`config.mk`:
```
export PLATFORM = sky130hd
export DESIGN_NAME = rmq_div
export DESIGN_NICKNAME = d
export VERILOG_FILES = /design/src/sv/rmq_pkg.sv /design/src/sv/rmq_div.sv
export SDC_FILE = /design/constraint.sdc
export NUM_CORES = 2
export LEC_CHECK = 0
export BUFFER_PORTS_ARGS = -buffer_cell sky130_fd_sc_hd__buf_2
export CAP_MARGIN = 40
export CORE_ASPECT_RATIO = 1.5
export CORE_MARGIN = 2
export CORE_UTILIZATION = 64
export DETAILED_ROUTE_END_ITERATION = 7
export PLACE_DENSITY_LB_ADDON = 0.05
export SYNTH_ARGS = -nofsm -noshare
export SYNTH_HDL_FRONTEND = slang
export SYNTH_SLANG_ARGS = --single-unit
```
`constraint.sdc`:
```
create_clock -name i_clk -period 4.3 [get_ports i_clk]
set_clock_uncertainty 0.2 [all_clocks]
set_input_delay 0.43 -clock i_clk [delete_from_list [all_inputs] [get_ports i_clk]]
set_output_delay 0.43 -clock i_clk [all_outputs]
set_load 0.05 [all_outputs]
```
`src/sv/rmq_pkg.sv`:
```
// Shared types and constants for the rotation matrix to quaternion converter.
// No dependencies.
`default_nettype none
package rmq_pkg;
    localparam int DataW    = 16;
    localparam int FracBits = 14;
    localparam int ExtW     = DataW + 3;
    localparam int ArgW     = DataW + 1;
    localparam int RootW    = ArgW;
    localparam int MagW     = DataW + 1;
    localparam int QuoW     = DataW;
    localparam int RemW     = 2 * RootW + 2;
    localparam int SqShift  = FracBits + 2;

    typedef logic signed [DataW-1:0] t_data;

    typedef enum logic [1:0] {
        POS_X = 2'd0,
        POS_Y = 2'd1,
        POS_Z = 2'd2,
        POS_W = 2'd3
    } t_pos;

    typedef struct packed {
        t_pos                  pos;
        logic [2:0]            neg;
        logic [2:0][MagW-1:0]  mag;
    } t_side;

    typedef struct packed {
        logic [2:0][QuoW-1:0]  q;
        logic [2:0]            ovf;
    } t_quo;
endpackage
`default_nettype wire

```
`src/sv/rmq_div.sv`:
```
// Pipelined restoring division of three magnitudes by the root, one quotient
// bit per register stage. Depends on rmq_pkg.
`default_nettype none
module rmq_div (
    input  wire logic                       i_clk,
    input  wire logic                       i_rst_n,
    input  wire logic                       i_en,
    input  wire logic                       i_valid,
    input  wire logic [rmq_pkg::RootW-1:0]  i_root,
    input  wire rmq_pkg::t_side             i_side,
    output logic                            o_valid,
    output logic [rmq_pkg::RootW-1:0]       o_root,
    output rmq_pkg::t_side                  o_side,
    output rmq_pkg::t_quo                   o_quo
);
    import rmq_pkg::*;

    logic                  r_valid [0:QuoW];
    logic [RootW-1:0]      r_root  [0:QuoW];
    t_side                 r_side  [0:QuoW];
    logic [2:0][RemW-1:0]  r_rem   [0:QuoW];
    t_quo                  r_quo   [0:QuoW];

    logic [2:0][RemW-1:0]  n_num;
    logic [2:0]            n_ovf;

    always_comb begin
        for (int k = 0; k < 3; k++) begin
            n_num[k] = RemW'({i_side.mag[k], FracBits'(0)}) + RemW'(i_root >> 1);
            n_ovf[k] = (n_num[k] >= (RemW'(i_root) << QuoW));
        end
    end

    always_ff @(posedge i_clk) begin
        if (!i_rst_n) begin
            r_valid[0] <= 1'b0;
        end else if (i_en) begin
            r_valid[0] <= i_valid;
        end
        if (i_en) begin
            r_root[0]    <= i_root;
            r_side[0]    <= i_side;
            r_rem[0]     <= n_num;
            r_quo[0].q   <= '0;
            r_quo[0].ovf <= n_ovf;
        end
    end

    for (genvar j = 0; j < QuoW; j++) begin : g_stage
        localparam int B = QuoW - 1 - j;
        logic [RemW-1:0]       n_dvs;
        logic [2:0][RemW-1:0]  n_rem;
        t_quo                  n_quo;
        assign n_dvs = RemW'(r_root[j]) << B;

        always_comb begin
            n_quo = r_quo[j];
            for (int k = 0; k < 3; k++) begin
                if (r_rem[j][k] >= n_dvs) begin
                    n_rem[k]      = r_rem[j][k] - n_dvs;
                    n_quo.q[k][B] = 1'b1;
                end else begin
                    n_rem[k] = r_rem[j][k];
                end
            end
        end

        always_ff @(posedge i_clk) begin
            if (!i_rst_n) begin
                r_valid[j+1] <= 1'b0;
            end else if (i_en) begin
                r_valid[j+1] <= r_valid[j];
            end
            if (i_en) begin
                r_root[j+1] <= r_root[j];
                r_side[j+1] <= r_side[j];
                r_rem[j+1]  <= n_rem;
                r_quo[j+1]  <= n_quo;
            end
        end
    end

    assign o_valid = r_valid[QuoW];
    assign o_root  = r_root[QuoW];
    assign o_side  = r_side[QuoW];
    assign o_quo   = r_quo[QuoW];

    a_div_rem: assert property (@(posedge i_clk) disable iff (!i_rst_n)
        (r_valid[QuoW] && r_root[QuoW] != '0 && !r_quo[QuoW].ovf[0])
            |-> (r_rem[QuoW][0] < RemW'(r_root[QuoW])))
        else $error("division remainder not below divisor");
endmodule
`default_nettype wire

```
# [Yosys cells after proc, flatten, opt, wreduce, memory -nomap -nowiden]
# Memory sizes are Yosys's and may differ from the RTL's.
# Index checks and enable logic that the tools add are counted.
[totals] regBits=0 ram_bits=3961 input_bits=77 out_inout_bits=125 wordCells=242 memories=5
[memory_table] memory="r_rem" depth=17 word_bits=108 read_ports=16 rd_ports_with_merged_regs=0 wr=17 line="rmq_div.sv:21" source="logic [2:0][RemW-1:0] r_rem [0:QuoW];"
[memory_table] memory="r_side" depth=17 word_bits=56 read_ports=17 rd_ports_with_merged_regs=0 wr=17 line="rmq_div.sv:20" source="t_side r_side [0:QuoW];"
[memory_table] memory="r_quo" depth=17 word_bits=51 read_ports=17 rd_ports_with_merged_regs=0 wr=17 line="rmq_div.sv:22" source="t_quo r_quo [0:QuoW];"
[memory_table] memory="r_root" depth=17 word_bits=17 read_ports=17 rd_ports_with_merged_regs=0 wr=17 line="rmq_div.sv:19" source="logic [RootW-1:0] r_root [0:QuoW];"
[memory_table] memory="r_valid" depth=17 word_bits=1 read_ports=17 rd_ports_with_merged_regs=0 wr=17 line="rmq_div.sv:18" source="logic r_valid [0:QuoW];"
[op_classes] add_sub_neg=51 magnitude_cmp=51 mux=118 bitwise_logic=17
[op_table] operator="36-bit two-way mux" count=48
[op_table] operator="36-bit by 17-bit greater-or-equal comparator with 1-bit output" count=3
[op_table] operator="36-bit by 18-bit greater-or-equal comparator with 1-bit output" count=3
[op_table] operator="36-bit by 19-bit greater-or-equal comparator with 1-bit output" count=3
[op_table] operator="36-bit by 20-bit greater-or-equal comparator with 1-bit output" count=3
[op_table] operator="36-bit by 21-bit greater-or-equal comparator with 1-bit output" count=3
[op_table] operator="36-bit by 22-bit greater-or-equal comparator with 1-bit output" count=3
[op_table] operator="36-bit by 23-bit greater-or-equal comparator with 1-bit output" count=3
[op_table] operator="36-bit by 24-bit greater-or-equal comparator with 1-bit output" count=3
[op_table] operator="36-bit by 25-bit greater-or-equal comparator with 1-bit output" count=3
[op_table] operator="36-bit by 26-bit greater-or-equal comparator with 1-bit output" count=3
[op_table] operator="36-bit by 27-bit greater-or-equal comparator with 1-bit output" count=3
[op_table] operator="36-bit by 28-bit greater-or-equal comparator with 1-bit output" count=3
[op_table] operator="36-bit by 29-bit greater-or-equal comparator with 1-bit output" count=3
[op_table] operator="36-bit by 30-bit greater-or-equal comparator with 1-bit output" count=3
[op_table] operator="36-bit by 31-bit greater-or-equal comparator with 1-bit output" count=3
[op_table] operator="36-bit by 32-bit greater-or-equal comparator with 1-bit output" count=3
[op_table] operator="36-bit by 17-bit subtractor with 36-bit output" count=3
[op_table] operator="36-bit by 18-bit subtractor with 36-bit output" count=3
[op_table] operator="36-bit by 19-bit subtractor with 36-bit output" count=3
[op_table] operator="36-bit by 20-bit subtractor with 36-bit output" count=3
[op_table] operator="36-bit by 21-bit subtractor with 36-bit output" count=3
[op_table] operator="36-bit by 22-bit subtractor with 36-bit output" count=3
[op_table] operator="36-bit by 23-bit subtractor with 36-bit output" count=3
[op_table] operator="other kinds (13)" count=120

# [Logic depth before layout (Yosys ltp)]
[depth] word_depth=4 ltp_mapped=15 mapped_depth_nobuf=15

# [Least setup slack after synthesis]
# Ideal clock, no wire load.
[synth_path] path_kind="register to register" from="memory r_root[0][128] in the netlist's numbering" to="memory r_rem[0][891] in the netlist's numbering (data pin)" setup_ps=266 t_arrival_ps=3286 t_required_ps=3834 setup_slack_ps=549 stages_incl_launch_ff=15 path_buffers=2 period_less_slack_ps=3751 cell_sequence="edfxtp_1 -> inv_1 -> ha_1 -> fa_1 -> nand2b_1 -> a21oi_1 -> o21a_1 -> o31a_1 -> nor4_1 -> o41a_1 -> clkbuf_1 -> or4_1 -> clkbuf_1 -> nor3_1 -> xor2_1"
[synth_rtl] item="start: declaration" line="rmq_div.sv:19"
[synth_rtl] item="end: declaration" line="rmq_div.sv:21"

==> impl_results.md <==
- Critical Path Slowest Stage Cell: edfxtp_1
- R2R Setup Slk: -0.01 ns
- Worst setup margin: -0.00965 ns
- Total leakage power: 62.7 nW
- Worst path required time: 4.68 ns
- Critical path data arrival time: 4.69 ns
- Overflow after GRT: 0
- Yosys top cell area share: 60.9%
- Period utilization: 100%
- Fillers: 14700
- Peak Freq: 232 MHz
- Register share of total power: 42.3%
- Synth area leaders: edfxtp_1 61%, ha_1 7.0%, xnor2_1 3.4%
- Iteration-0 DRC Markers: 11000
- Setup violation total in the final timing report: 1
- Critical Path Sink Type: register
- CP Max Fanout: 6
- First-pass GRT wire length: 663000 µm
- Leading area contributor after synthesis: edfxtp_1
- GRT Total Usage: 37.8%
- Storage element area: 91100 µm²
- Hold path cells: 2
- Insertion delay to the later sink of the worst-skew pair: 0.91 ns
- Commonest non-fill, non-tap cells in the layout: 3033 x edfxtp_1, 855 x nor2_1, 841 x ha_1
- Mapped Nets: 12900
- Avg WL per Cell: 28.4 µm
- Vias after detailed routing: 104000
- Sw Share: 34.9%
- Drt drc: 21
- Worst VDD drop: 0.553 mV
- Cells after synthesis: 12000
- Multi-input gate area: 55900 µm²
- Failing checks: DRC, setup timing
- Crit-path max cell delay: 0.54 ns
- Core Box Area: 233000 µm²
- Clock power frac: 25.0%
- Number of synthesized register bits: 3034
- Crit Path Class: reg2reg
- Vias/cell: 6.53
- I/O pins: 202
- Placed Area: 157000 µm²
- Synth Warn #: 0
- Root Buffer: clkbuf_16
- Ys flop type: edfxtp_1
- Final ANT Viol Nets: 0
- Total Die Area: 238000 µm²
- FF-to-FF Start: r_root[0][120]
- Vias in the first global route: 106000
- RSZ-0062 raised after global routing: yes
- Vert. Die Dim: 596 µm
- PortBufs: 201
- NetSw: 36.7 mW
- CTS buffer count: 287
- Row cnt: 217
- RePlAce Congestion: 1.08
- Outcome: finished, violations left
- Final core utilization: 72.0%
- Commonest non-fill, non-tap cell in the layout: edfxtp_1
- CP Depth: 11
- Pwr per Cell Area: 627 nW/µm²
- Initial Util: 64.3%
- Worst-margin pin slew: 1.01 ns
- Post-synthesis sequential area ratio: 60.9%
- Mean post-synth cell area: 12.5 µm²
- Maximum clock path buffer count: 4
- Largest net degree at the start of global routing: 139
- Reg2Reg Depth: 11
- Die Span X: 399 µm
- # H-tree levels: 5
- Crit-path cells: inv_1 -> ha_1 -> nor2b_1 -> o31a_1 -> nor3_1 -> o21ai_0 -> a41oi_2 -> a311oi_1 -> nand3b_1 -> nor4_1 -> xor2_1
- Final instance area: 168000 µm²
- Logic gate share of total power: 32.7%
- R2r endpoint: r_rem[0][967]
- Endpoint with the worst hold slack: r_side[0][34]
- Sink Count: 3034
- Synthesized cell area: 150000 µm²
- Area delta synth->final: 12.0%
- CTS tree: built
- Crit start category: register
- Cell-internal power: 68.4 mW
- Worst-path clk slew: 0.07 ns
- Post-synth EDFFs: 3033
- Critical path buffers and inverters: 1
- Final nets: 13600
- Hold path start: i_side[34]
- Initial antenna violation count: 21
- CP top delay family: simple AND/OR/NAND/NOR gates
- Final Hold Vio Count: 0
- Routed WL: 455000 µm
- Hold Crit Class: in2reg
- Drt pass-1 iters: 8
- Share of cells above drive strength 1: 9.71%
- Slew margin rel.: 32.7%
- Distinct cell type count after synthesis: 93
- Slew Limit Fails: 0
- Max-cap violations: 0
- Asr flop ratio synth: 0%
- DP HPWL: 327000 µm
- Tmin final: 4.31 ns
[cell usage after synthesis (all sizes together), types with 80 or more instances]
master	number
nor2	856
a21oi	809
xor2	504
nand3	223
nand2b	198
nand2	838
o31ai	80
xnor2	580
edfxtp	3033
nor4	163
or3	139
o21a	123
ha	842
o21ai	751
inv	557
a21o	281
clkbuf	197
nor3	292
and3	96
nand4	159
nor2b	145
mux2	120
[flip-flops by register name, summed over array words and instances, names as in the netlist]
register  cells
r_valid      17
r_quo       459
r_rem      1317
r_side      952
r_root      289
[worst max path at each step]
| stage | start | endpoint |
|---|---|---|
| finish | r_root[0][120] | r_rem[0][967] |
| global route | r_root[0][120] | r_rem[0][971] |
| CTS | r_root[0][240] | r_rem[0][1724] |
| detailed placement | r_root[0][240] | r_rem[0][1678] |
| global placement | r_root[0][112] | r_rem[0][827] |
| floorplan | r_root[0][128] | r_rem[0][891] |
[metrics by stage]
step                setup WS (ns)  hold slack [ns]  TNS [ns]  power (mW)  instances
floorplan                   0.549            0.200         0        65.6      12000
global placement            0.246            0.200         0        75.5      15400
detailed placement          0.119            0.205         0        77.1      15400
CTS                       0.00748           0.0555         0         104      16000
global route              -0.0620           0.0842   -0.0825         109      16000
finish                   -0.00965           0.0822  -0.00965         105      16000
[per-layer routing]
metal,vias to the layer above,GRT usage (%),routed length (µm)
met4,6,39.4,59800
li1,46400,-,-
met2,6146,68.1,235000
met5,-,0,41
met3,2358,6.11,29000
met1,49600,34.5,131000
[what timing repair did]
item | CTS | global route
hold endpoints to repair | 158 | 0
resized for setup | 8 | 21
setup endpoints to repair | 6 | 42
pin swaps | 0 | 4
setup buffers | 0 | 4
hold buffers | 77 | 0
[final cells by class]
| class | instances | area share [%] |
|---|---|---|
| well taps | 3066 | 2.29 |
| inverters | 559 | 1.25 |
| clock inverters | 169 | 1.18 |
| flip-flops and latches | 3034 | 54.4 |
| repair buffers | 652 | 3.05 |
| multi-input cells | 8142 | 33.3 |
| diodes | 40 | 0.0597 |
| clock buffers | 335 | 4.45 |
[cells by family (layout without fill, tap and decap cells)]
| logic type | count (synthesis) | in the layout | synth area share, % |
|---|---|---|---|
| DFF | 3034 | 3034 | 60.9 |
| adders and majority gates | 890 | 890 | 7.68 |
| buffers and inverters | 785 | 1715 | 1.99 |
| other | 0 | 40 | 0 |
| muxes | 132 | 132 | 0.994 |
| xor gates and xnor gates | 1084 | 1084 | 6.35 |
| and+or+nand+nor | 3402 | 3402 | 11.2 |
| AOI/OAI and AO/OA | 2634 | 2634 | 10.9 |
[power groups by stage]
stage	registers [mW]	clock network, mW	logic, mW
2_1_floorplan	42.6	0	23.0
3_3_place_gp	44.2	0	31.3
3_5_place_dp	44.6	0	32.5
4_1_cts	44.2	26.4	33.3
5_1_grt	44.7	27.4	37.1
6_report	44.5	26.3	34.4
Power figures use the tool's default switching activity.
