## src/sv/rmq_pkg.sv

```systemverilog
// Shared types and constants for the rotation matrix to quaternion converter.
// No dependencies.
`default_nettype none
package rmq_pkg;
    localparam int DataW    = 16;
    localparam int FracBits = 14;
    localparam int ExtW     = DataW + 3;
    localparam int ArgW     = DataW + 1;
    localparam int RootW    = ArgW;
    localparam int MagW     = DataW + 1;
    localparam int QuoW     = DataW;
    localparam int RemW     = 2 * RootW + 2;
    localparam int SqShift  = FracBits + 2;

    typedef logic signed [DataW-1:0] t_data;

    typedef enum logic [1:0] {
        POS_X = 2'd0,
        POS_Y = 2'd1,
        POS_Z = 2'd2,
        POS_W = 2'd3
    } t_pos;

    typedef struct packed {
        t_pos                  pos;
        logic [2:0]            neg;
        logic [2:0][MagW-1:0]  mag;
    } t_side;

    typedef struct packed {
        logic [2:0][QuoW-1:0]  q;
        logic [2:0]            ovf;
    } t_quo;
endpackage
`default_nettype wire

```

## src/sv/rmq_sqrt.sv

```systemverilog
// Pipelined integer square root, one result bit per register stage.
// Depends on rmq_pkg.
`default_nettype none
module rmq_sqrt (
    input  wire logic                       i_clk,
    input  wire logic                       i_rst_n,
    input  wire logic                       i_en,
    input  wire logic                       i_valid,
    input  wire logic [rmq_pkg::ArgW-1:0]   i_arg,
    input  wire rmq_pkg::t_side             i_side,
    output logic                            o_valid,
    output logic [rmq_pkg::RootW-1:0]       o_root,
    output rmq_pkg::t_side                  o_side
);
    import rmq_pkg::*;

    logic              r_valid [0:RootW];
    logic [RemW-1:0]   r_rem   [0:RootW];
    logic [RootW-1:0]  r_res   [0:RootW];
    t_side             r_side  [0:RootW];

    always_ff @(posedge i_clk) begin
        if (!i_rst_n) begin
            r_valid[0] <= 1'b0;
        end else if (i_en) begin
            r_valid[0] <= i_valid;
        end
        if (i_en) begin
            r_rem[0]  <= RemW'({i_arg, SqShift'(0)});
            r_res[0]  <= '0;
            r_side[0] <= i_side;
        end
    end

    for (genvar j = 0; j < RootW; j++) begin : g_stage
        localparam int B = RootW - 1 - j;
        logic [RemW-1:0]  n_trial;
        logic             n_take;
        assign n_trial = (RemW'(r_res[j]) << (B + 1)) + (RemW'(1) << (2 * B));
        assign n_take  = (r_rem[j] >= n_trial);

        always_ff @(posedge i_clk) begin
            if (!i_rst_n) begin
                r_valid[j+1] <= 1'b0;
            end else if (i_en) begin
                r_valid[j+1] <= r_valid[j];
            end
            if (i_en) begin
                r_rem[j+1]  <= n_take ? r_rem[j] - n_trial : r_rem[j];
                r_res[j+1]  <= n_take ? (r_res[j] | (RootW'(1) << B)) : r_res[j];
                r_side[j+1] <= r_side[j];
            end
        end
    end

    assign o_valid = r_valid[RootW];
    assign o_root  = r_res[RootW];
    assign o_side  = r_side[RootW];

    a_rem_bound: assert property (@(posedge i_clk) disable iff (!i_rst_n)
        r_valid[RootW] |-> (r_rem[RootW] <= (RemW'(r_res[RootW]) << 1)))
        else $error("square root remainder out of bound");
endmodule
`default_nettype wire

```

## config.mk

```make
export PLATFORM = sky130hd
export DESIGN_NAME = rmq_sqrt
export DESIGN_NICKNAME = d
export VERILOG_FILES = /design/src/sv/rmq_pkg.sv /design/src/sv/rmq_sqrt.sv
export SDC_FILE = /design/constraint.sdc
export NUM_CORES = 1
export LEC_CHECK = 0
export ABC_AREA = 1
export ABC_CLOCK_PERIOD_IN_PS = 3000
export BUFFER_PORTS_ARGS = -buffer_cell sky130_fd_sc_hd__buf_2
export CAP_MARGIN = 10
export CORE_MARGIN = 5
export CORE_UTILIZATION = 40
export CTS_BUF_LIST = sky130_fd_sc_hd__clkbuf_16
export DETAILED_ROUTE_END_ITERATION = 10
export GPL_TIMING_DRIVEN = 0
export SLEW_MARGIN = 25
export SYNTH_ARGS = -nofsm -noshare
export SYNTH_HDL_FRONTEND = slang
export SYNTH_SLANG_ARGS = --single-unit
```

## constraint.sdc

```tcl
create_clock -name i_clk -period 3 [get_ports i_clk]
set_input_delay 0.6 -clock i_clk [delete_from_list [all_inputs] [get_ports i_clk]]
set_output_delay 0.6 -clock i_clk [all_outputs]
set_load 0.01 [all_outputs]
```

-- Yosys cells after proc, flatten, opt, wreduce, memory -nomap -nowiden
Memory sizes are Yosys's and may differ from the RTL's.
Cells that the tools add are included.
- flip-flop bits (word level): 0
- latch bits: 0
- RAM bits: 1980
- bits in read-only memories: 0
- input port bits: 77
- output and inout port bits: 74
- word-level logic and storage cells: 130
- memories kept: 4
- memory list (name ; depth ; width ; read ports ; clocked after Yosys merged registers in ; write ports ; line ; source):
    r_side ; 18 ; 56 ; 18 ; 0 ; 18 ; rmq_sqrt.sv:20 ; t_side r_side [0:RootW];
    r_rem ; 18 ; 36 ; 17 ; 0 ; 18 ; rmq_sqrt.sv:18 ; logic [RemW-1:0] r_rem [0:RootW];
    r_res ; 18 ; 17 ; 18 ; 0 ; 18 ; rmq_sqrt.sv:19 ; logic [RootW-1:0] r_res [0:RootW];
    r_valid ; 18 ; 1 ; 18 ; 0 ; 18 ; rmq_sqrt.sv:17 ; logic r_valid [0:RootW];
- add/sub/neg operators: 34
- multipliers: 0
- divide/modulo/power cells: 0
- $lt $le $gt $ge: 17
- equality and inequality tests: 0
- shifts and indexed selects: 0
- muxes and demuxes: 57
- bitwise operators: 18
- reduce and logical (&&, ||, !) cells: 0
- operator list (operator ; count):
    $mux 36 ; 17
    $ge 36x19->1 ; 1
    $ge 36x20->1 ; 1
    $ge 36x21->1 ; 1
    $ge 36x22->1 ; 1
    $ge 36x23->1 ; 1
    $ge 36x24->1 ; 1
    $ge 36x25->1 ; 1
    $ge 36x26->1 ; 1
    $ge 36x27->1 ; 1
    $ge 36x28->1 ; 1
    $ge 36x29->1 ; 1
    $ge 36x30->1 ; 1
    $ge 36x31->1 ; 1
    $ge 36x32->1 ; 1
    $ge 36x33->1 ; 1
    $ge 36x34->1 ; 1
    $ge 36x35->1 ; 1
    $sub 36x19->36 ; 1
    $sub 36x20->36 ; 1
    $sub 36x21->36 ; 1
    $sub 36x22->36 ; 1
    $sub 36x23->36 ; 1
    $sub 36x24->36 ; 1
    other kinds (46) ; 86

-- Depth between registers and ports, before layout
Gate-level depths: netlist of the first run.
- word-level depth: 4
- depth in mapped cells: 16
- mapped depth without buffers: 15

-- Worst setup path after synthesis of the first run
No wires, ideal clock.
- path type: register to register
- start point: memory r_res[13][4] (netlist bit)
- end point: memory r_rem[14][11] (netlist bit), data pin
- setup time: 0.257 ns
- arrival: 1.993 ns
- required time: 2.743 ns
- path slack: 0.749 ns
- stages on the path, launching flop included: 16
- buffers on the path: 1
- period minus slack after synthesis: 2.251 ns
- cell sequence: edfxtp_1 -> inv_1 -> ha_1 -> inv_1 -> fa_1 -> inv_1 -> nand3_1 -> nand3_2 -> nand3_1 -> nand3_1 -> nand2_2 -> nand2_4 -> inv_4 -> buf_6 -> nand2_2 -> o21ai_2
- RTL lines (what ; line):
    start: declaration ; rmq_sqrt.sv:19
    end: declaration ; rmq_sqrt.sv:18

==> results of run 1 <==
[per-layer routing]
layer / track usage / routed length [um]
met5: 0 / 0
met4: 0.0486 / 3370
met3: 0.0272 / 4290
met2: 0.234 / 54800
met1: 0.170 / 48800
[registers in the layout, indices dropped and copies added (netlist names)]
name and count:
r_rem 384, r_side 1008, r_valid 18, r_res 153
[worst min-delay path by stage]
stage	end	cells after the start
4_1_cts	r_valid[8][0]	3
5_1_grt	r_side[0][13]	1
2_1_floorplan	r_rem[1][16]	0
6_report	r_side[0][9]	1
3_5_place_dp	r_rem[1][17]	0
3_3_place_gp	r_side[5][3]	0
[where the power goes]
group / switching (mW) / total, mW / leakage, nW / internal, mW
sequential: 0.760 / 26.8 / 15.1 / 26.0
clock: 8.34 / 19.6 / 2.75 / 11.3
combinational: 3.08 / 4.66 / 10.1 / 1.58
[cell usage in the layout, fill, tap and decap left out, drive strengths merged, types with 2 or more instances in the layout]
master | Yosys | routed
edfxtp | 1562 | 1562
nand2 | 985 | 985
inv | 599 | 648
nor2 | 370 | 370
nand3 | 215 | 215
buf | 32 | 195
a21oi | 188 | 188
o21ai | 188 | 188
clkbuf | 2 | 172
ha | 151 | 151
dlygate4sd3 | 0 | 70
xnor2 | 65 | 65
nor3 | 64 | 64
clkinv | 0 | 63
nand4 | 62 | 62
xor2 | 59 | 59
nand3b | 36 | 36
or2 | 16 | 16
nor4 | 14 | 14
bufinv | 0 | 11
clkinvlp | 0 | 9
nor3b | 9 | 9
a21o | 8 | 8
o211ai | 8 | 8
fa | 7 | 7
o21bai | 5 | 5
a21boi | 3 | 3
o21a | 3 | 3
and2 | 3 | 3
and3 | 2 | 2
bufbuf | 0 | 2
conb | 1 | 2
[final cells by class]
class,instances,area share
buffer,34,0.00435
clock buffer,169,0.0584
tap,2058,0.0355
inverter,599,0.0311
multi-input combinational,2470,0.181
clock inverter,132,0.0158
sequential,1563,0.648
timing repair buffer,236,0.0264
antenna,1,0.0000345
[logic make-up after synthesis]
kind of cell               count (synthesis)
AOI/OAI and AO/OA                        407
and+or+nand+nor                         1779
DFF                                     1563
adders and majority gates                158
xor gates and xnor gates                 124
other                                      1
buffers and inverters                    633
[what timing repair did]
| item | CTS | global route |
|---|---|---|
| resized for setup | 1 | 2 |
| endpoints found under the setup margin | 152 | 81 |
| pin swaps | 0 | 0 |
| hold endpoints to repair | 70 | 0 |
| gates cloned | 2 | 1 |
| hold buffers | 70 | 0 |
==> results.tsv, run 1 <==
metric	value	unit
min cycle time layout	2.81	ns
Seq/Total Area, Yosys	0.750	
Mean Syn Cell Area	13.4	um^2
worst setup path start	r_rem[12][10]	
Die Span X	405	um
crit path capture	r_rem[13][18]	
drt first pass iters	7	
DP Area	66300	um^2
FILL cells	13700	
PD cells	704	nW/um^2
worst slew pin tran	0.780	ns
mux contribution to synthesized area	0	
Post-Syn Instances	4665	
clock tree sinks	1563	
Post-synth top cells	1562 x edfxtp_1, 964 x nand2_1, 583 x inv_1, 355 x nor2_1, 206 x nand3_1	
vias in the first global route	33800	
Worst Path Buf+Inv	2	
Vert. Die Dim	405	um
Crit path depth	13	
Hold Worst Slack	0.0926	ns
fin nets	5306	
Area Overhead vs Synth	15.8	%
biggest cell delay along the critical path	0.45	ns
Design Area, Final	72400	um^2
asr flop ratio synth	0	
drt total wl	111	mm
core outline area	156000	um^2
largest net degree at the start of global routing	139	
Fmax	0.356	GHz
Final HPWL DP	75.8	mm
Slew Viols, Final	0	
Synth Register Bits	1563	
Clock Skews	0.0652	ns
pre-CTS WS	-1.15	ns
final worst slack	0.193	ns
Primary FF master, synth	edfxtp_1	
Hold WC Path Type	in2reg	
count leader, synth	edfxtp_1	
Initial Utilization	0.401	
ANT nets after route	0	
crit path kind	reg2reg	
Multi-input gate area	13100	um^2
P_leak	28.0	nW
Max rail drop VDD	0.609	mV
Worst R2R Path Depth	13	
row cnt	145	
initial antenna violation count	2	
Remaining Overflow, GRT	0	
dominant cells by area after synthesis	edfxtp_1 75%, nand2_1 5.8%, inv_1 3.5%	
final setup fails	0	
RePlAce Congestion	0.873	
clock tree buffer depth	3	
combinational family with the most area after synthesis	simple AND/OR/NAND/NOR gates	
Req. time, crit path	3.47	ns
Max Cap Viol	0	
yosys warns	0	
unrepaired setup endpoints after global routing	no	
most frequent cell on the critical path	nand2_1	
worst skew pair latency	0.78	ns
CTS tree	built	
DR vias	33700	
CP max-delay cell	edfxtp_1	
Netlist cell types	55	
# DRC	0	
Slew Limit Headroom	0.480	
dominant cell type by area after synthesis	edfxtp_1	
outcome	complete, no violations	
CP top delay family	simple AND/OR/NAND/NOR gates	
Port Buffers	150	
crit path max fanout	10	
reg-to-reg setup timing slack	0.19	ns
Post-CTS Setup Inserts	0	
R2R Path End	r_rem[13][18]	
Post-Synth Adder-Cell Area	0.0324	
DRT iter0 DRCs	2285	
# H-tree levels	4	
share of cells above drive strength 1	0.106	
first-pass GRT wire length	178	mm
synthesized area	62600	um^2
Worst-path clk slew	0.06	ns
worst-path cell chain	ha_1, fa_1, nand2_1, nand3_2, nand3_1, nand2_2, nand2_1, nand2_1, nand2_1, nand2_2, inv_2, buf_6, o21ai_1	
number of I/O pins	151	
Final Hold Violating Endpoints	0	
post-synthesis compound-gate area fraction	0.0365	
Inst Count DP	6887	
Arr. time, crit path	3.28	ns
CTS root buf	clkbuf_16	
hold wc startpoint	i_side[9]	
Post-synth EDFFs	1562	
Routed WL per cell	15.3	um
Finished Layout Cells	7262	
period utilisation layout	0.936	
Tot Pwr	51.0	mW
Vias/cell	4.65	
Post-Synth XOR/XNOR Area	0.0174	
Num CTS Buffers	167	
register area	46900	um^2
R2R Path Start	r_rem[12][10]	
simple-gate share of the synthesized area	0.123	
share of the synthesized area in the top cell type	0.750	
Total GRT Usage	0.135	
DIE AREA	164000	um^2
Critical Path Sink Type	flip-flop	
Final Core Density	0.465	
crit path launch type	flip-flop	
setup total negative slack	0	ns
Power figures use the tool's default switching activity.
==> run 2: changes to the inputs <==
- CTS_CLUSTER_DIAMETER: unset -> 30
- SETUP_SLACK_MARGIN: unset -> 0.5
==> results.tsv, run 2 (same netlist as run 1, synthesis figures left out) <==
metric	value	unit
worst slew pin tran	0.755	ns
Worst-path clk slew	0.05	ns
worst setup path start	r_res[13][14]	
Top reg by flops	r_side	
vias in the first global route	36200	
Req. time, crit path	3.58	ns
number of I/O pins	151	
core outline area	156000	um^2
# H-tree levels	5	
CTS tree	built	
crit path max fanout	10	
R2R Path End	r_rem[14][27]	
Port Buffers	150	
period utilisation layout	0.809	
Slew Limit Headroom	0.497	
row cnt	145	
share of cells above drive strength 1	0.169	
Remaining Overflow, GRT	0	
initial antenna violation count	1	
min cycle time layout	2.43	ns
max reg flops	1008	
Slew Viols, Final	0	
Hold Worst Slack	0.136	ns
crit path launch type	flip-flop	
DRT iter0 DRCs	2306	
outcome	complete, no violations	
RePlAce Congestion	0.873	
first-pass GRT wire length	186	mm
Total GRT Usage	0.142	
PD cells	861	nW/um^2
Num CTS Buffers	348	
Max rail drop VDD	0.650	mV
# DRC	0	
Die Span X	405	um
ANT nets after route	0	
Initial Utilization	0.401	
final setup fails	0	
clock tree buffer depth	4	
crit path capture	r_rem[14][27]	
Inst Count DP	6887	
most common cell after layout, fill and taps aside	edfxtp_1	
fin nets	5539	
Max Cap Viol	0	
crit path kind	reg2reg	
Fmax	0.412	GHz
Critical Path Sink Type	flip-flop	
R2R Path Start	r_res[13][14]	
drt first pass iters	8	
reg-to-reg setup timing slack	0.57	ns
Clock Skews	0.0837	ns
DIE AREA	164000	um^2
DR vias	35300	
Final HPWL DP	75.8	mm
Tot Pwr	68.4	mW
CTS root buf	clkbuf_16	
Vias/cell	4.64	
Finished Layout Cells	7624	
worst skew pair latency	0.90	ns
P_leak	31.3	nW
Final Hold Violating Endpoints	0	
largest net degree at the start of global routing	139	
Worst R2R Path Depth	11	
most frequent cells in the layout	1562 x edfxtp_1, 953 x nand2_1, 620 x inv_1	
Hold WC Path Type	in2reg	
Arr. time, crit path	3.01	ns
drt total wl	117	mm
Routed WL per cell	15.3	um
Area Overhead vs Synth	27.0	%
clock tree sinks	1563	
unrepaired setup endpoints after global routing	yes	
biggest regs	r_side x1008, r_rem x384, r_res x153	
Vert. Die Dim	405	um
## run 2: cell types whose count changed in the layout (fill, tap and decap cells not counted), moves of 7 or more
cell and change:
inv_6 +12, clkbuf_16 +183, clkinv_16 -7, inv_1 -7, nand2_2 +8, clkinv_1 +15, clkinv_2 +30, clkinvlp_4 +20
buf_4 +38, nand2_1 -11, bufinv_16 +42, clkinv_4 +17
## run 2: where the power goes
group | leakage (nW) | internal [mW] | switching (mW)
Combinational | 10.5 | 1.63 | 3.13
Clock | 5.77 | 25.6 | 11.2
Sequential | 15.1 | 26.1 | 0.767
Total | 31.3 | 53.3 | 15.1
## run 2: how the worst min path moves through the flow
stage | startpoint | to | slack [ns] | cells after the start
global placement | r_side[4][3] | r_side[5][3] | 0.40 | 0
global route | i_en | r_side[7][52] | 0.07 | 1
CTS | i_en | r_side[7][52] | 0.05 | 1
floorplan | r_rem[0][16] | r_rem[1][16] | 0.40 | 0
detailed placement | r_rem[0][17] | r_rem[1][17] | 0.40 | 0
finish | i_en | r_side[8][22] | 0.14 | 1
## run 2: worst max-delay path, stage by stage (launching register included)
cell and delay, ns:
edfxtp_1 0.39, inv_1 0.06, ha_1 0.35, nand2_1 0.11
inv_1 0.07, a21oi_1 0.44, nand3_4 0.17, nand2_4 0.13
nand2_8 0.08, inv_4 0.12, buf_6 0.19, a21oi_2 0.06
## run 2: repair_timing
item | 4_1_cts | 5_1_grt
gates cloned | 5 | 3
buffers inserted | 15 | 27
pin swaps | 9 | 12
gates resized for setup | 35 | 40
endpoints found under the setup margin | 452 | 120
hold buffers | 75 | 0
hold endpoints to repair | 75 | 0
## run 2: metrics by stage
| step | setup TNS (ns) | area (um^2) | utilization | setup slack [ns] |
|---|---|---|---|---|
| after floorplan | 0 | 62600 | - | 0.749 |
| after global placement | - | 65900 | 0.423 | -27.11 |
| after detailed placement | -280.57 | 66300 | 0.425 | -1.15 |
| after CTS | 0 | 79000 | 0.507 | 0.503 |
| after global routing | 0 | 79400 | 0.510 | 0.468 |
| final | 0 | 79400 | 0.510 | 0.573 |
## run 2: area by class of cell
type / count / area, um^2
multi-input combinational: 2470 / 13300
tap: 2058 / 2570
fill: 13100 / 76400
clock inverter: 261 / 2830
antenna: 1 / 2.50
sequential: 1563 / 46900
buffer: 34 / 339
clock buffer: 350 / 8760
timing repair buffer: 288 / 2450
inverter: 599 / 2270
## run 2: metal layers
metal  track usage  routed length (um)
met3        0.0366                5710
met1         0.170               49300
met2         0.242               57400
met5             0                   0
met4        0.0635                4130
==> run 3: changes to the inputs <==
- ABC_AREA: 1 -> 0
- ABC_CLOCK_PERIOD_IN_PS: 3000 -> 2400
- clock period: 3 -> 2.4 ns (I/O delays scaled with it)
==> results.tsv, run 3 <==
metric	value	unit
outcome	finished with violations	
failing checks	setup timing	
FILL cells	11100	
Netlist cell types	77	
Post-synth EDFFs	1562	
most common cell after layout, fill and taps aside	edfxtp_1	
drt total wl	95.3	mm
post-synthesis compound-gate area fraction	0.0458	
dominant cell type by area after synthesis	edfxtp_1	
drt first pass iters	5	
period utilisation layout	1.23	
Final HPWL DP	51.7	mm
asr flop ratio synth	0	
Slew Viols, Final	0	
DIE AREA	154000	um^2
Final Hold Violating Endpoints	0	
Primary FF master, synth	edfxtp_1	
Num CTS Buffers	340	
Critical Path Sink Type	flip-flop	
ant diodes	0	
Worst R2R Path Depth	10	
pre-CTS WS	-1.32	ns
biggest cell delay along the critical path	0.53	ns
R2R Path Start	r_rem[15][29]	
final setup fails	225	
Post-Synth XOR/XNOR Area	0.0346	
max reg flops	1008	
Post-Synth Adder-Cell Area	0.0347	
reg-to-reg setup timing slack	-0.54	ns
Remaining Overflow, GRT	0	
min cycle time layout	2.94	ns
worst-path cell chain	or4_4, or3_4, or3_4, or3_4, nor3_4, buf_12, buf_6, buf_12, buf_16, o21ai_2	
worst skew pair latency	0.87	ns
Max rail drop VDD	0.757	mV
Area Overhead vs Synth	37.1	%
simple-gate share of the synthesized area	0.0603	
WL met3	3.89	mm
clock tree sinks	1563	
CP top delay family	simple AND/OR/NAND/NOR gates	
Mean Syn Cell Area	17.6	um^2
most frequent cell on the critical path	or3_4	
PD cells	1060	nW/um^2
Max Cap Viol	0	
synthesized area	58400	um^2
Clk pwr share	0.526	
Metal-1 WL	37.8	mm
Clock Skews	0.0619	ns
count leader, synth	edfxtp_1	
Worst Path Buf+Inv	4	
biggest regs	r_side x1008, r_rem x384, r_res x153	
Reg power frac	0.398	
Post-Syn Instances	3314	
P_sw	18.2	mW
largest net degree at the start of global routing	146	
combinational family with the most area after synthesis	simple AND/OR/NAND/NOR gates	
Initial Utilization	0.402	
ANT nets after route	0	
Seq/Total Area, Yosys	0.803	
WL met2	49.1	mm
# H-tree levels	5	
Routed WL per cell	15.1	um
Arr. time, crit path	3.51	ns
hold depth	1	
Combinational Power Share	0.076	
CTS root buf	clkbuf_16	
first-pass GRT wire length	152	mm
core outline area	145000	um^2
Die Span X	392	um
Synth Register Bits	1563	
setup total negative slack	-54.94	ns
Vias/cell	4.73	
crit path kind	reg2reg	
CP max-delay cell	or4_4	
Vert. Die Dim	392	um
crit path launch type	flip-flop	
hold wc startpoint	i_en	
Top reg by flops	r_side	
Port Buffers	150	
Internal Power	66.6	mW
Req. time, crit path	2.96	ns
worst slew pin tran	0.964	ns
# DRC	0	
Hold WC Path Type	in2reg	
top sig layer	met4	
crit path max fanout	8	
Slew Limit Headroom	0.353	
initial antenna violation count	3	
Total GRT Usage	0.122	
number of I/O pins	151	
final worst slack	-0.545	ns
Post-synth top cells	1562 x edfxtp_1, 196 x inv_1, 157 x nand2_1, 151 x ha_1, 126 x a21oi_1	
R2R Path End	r_rem[16][13]	
yosys warns	0	
share of the synthesized area in the top cell type	0.803	
Worst Hold End	r_side[7][32]	
vias in the first global route	31200	
DRT iter0 DRCs	1587	
Fmax	0.340	GHz
most frequent cells in the layout	1562 x edfxtp_1, 360 x clkbuf_16, 210 x inv_1	
mux contribution to synthesized area	0.00587	
share of cells above drive strength 1	0.333	
RePlAce Congestion	0.850	
Sw Share	0.214	
Worst-path clk slew	0.05	ns
dominant cells by area after synthesis	edfxtp_1 80%, ha_1 3.2%, xnor2_1 1.8%	
P_leak	29.7	nW
DR vias	29900	
row cnt	140	
clock tree buffer depth	4	
unrepaired setup endpoints after global routing	yes	
CTS tree	built	
fin nets	4384	
[run 3: cell types whose count changed in the layout (fill, tap and decap cells not counted), moves of 38 or more]
cell,change
xnor2_1,+44
buf_4,+102
a21oi_1,-86
xor2_1,+49
nand4_1,-39
nor2_1,-265
nand2_1,-848
ha_1,-38
buf_6,+53
inv_1,-410
nand3_1,-182
o21ai_0,-67
[run 3: timing repair]
| item | CTS | global route |
|---|---|---|
| gates resized for setup | 332 | 264 |
| gates cloned | 23 | 3 |
| hold buffers | 75 | 0 |
| buffers inserted | 144 | 85 |
| pin swaps | 150 | 142 |
| setup endpoints to repair | 1139 | 545 |
| hold endpoints to repair | 79 | 0 |
[run 3: worst reg2reg max path, cell delays in order, from the launching register on]
cell and delay (ns):
edfxtp_1 0.40, or4_4 0.54, or3_4 0.34, or3_4 0.34
or3_4 0.38, nor3_4 0.17, buf_12 0.16, buf_6 0.10
buf_12 0.09, buf_16 0.11, o21ai_2 0.05
[run 3: final cells by class]
cell class / instances / area, um^2 / share of cell area
sequential: 1563 / 46900 / 0.586
multi-input combinational: 1520 / 13700 / 0.172
clock buffer: 347 / 8680 / 0.108
timing repair buffer: 492 / 4520 / 0.0564
clock inverter: 257 / 2560 / 0.0320
tap: 1917 / 2400 / 0.0299
inverter: 197 / 752 / 0.00939
buffer: 35 / 515 / 0.00644
[run 3: per-layer routing]
layer / global-route usage / vias up
li1: - / 14500
met1: 0.135 / 14400
met2: 0.214 / 640
met3: 0.0298 / 361
met4: 0.0706 / 0
met5: 0 / -
[run 3: cells by family (layout without fill, tap and decap cells)]
family,count (synthesis),after routing
adders and majority gates,158,158
and+or+nand+nor,665,665
DFF,1563,1563
xor gates and xnor gates,231,231
other,1,2
muxes,31,31
AOI/OAI and AO/OA,433,433
buffers and inverters,232,1328
[run 3: how the worst max path moves through the flow]
stage / slack [ns] / startpoint / cells past startpoint / to
2_1_floorplan: -0.47 / r_rem[15][30] / 7 / r_rem[16][33]
3_3_place_gp: -23.44 / i_en / 1 / r_side[17][42]
3_5_place_dp: -1.32 / i_en / 5 / r_side[17][47]
4_1_cts: -0.50 / r_rem[15][28] / 8 / r_rem[16][33]
5_1_grt: -0.60 / r_rem[15][29] / 10 / r_rem[16][13]
6_report: -0.54 / r_rem[15][29] / 10 / r_rem[16][13]
[run 3: power groups by stage]
stage                     Clock (mW)  Combinational (mW)  Sequential (mW)
after global placement             0                4.51             35.2
final                           44.6                6.48             33.7
after global routing            47.2                7.08             33.9
after CTS                       45.7                5.83             33.7
after detailed placement           0                4.75             34.1
after floorplan                    0                3.29             33.8
[run 3: through the flow]
stage | area [um^2] | hold slack (ns) | cells | utilization | power [mW]
floorplan | 59500 | 0.400 | 3315 | - | 37.1
global placement | 62700 | 0.400 | 5382 | 0.431 | 39.8
detailed placement | 63000 | 0.405 | 5394 | 0.433 | 38.9
CTS | 78200 | 0.0142 | 6240 | 0.538 | 85.2
global route | 80100 | 0.0488 | 6328 | 0.551 | 88.2
finish | 80100 | 0.0807 | 6328 | 0.551 | 84.8
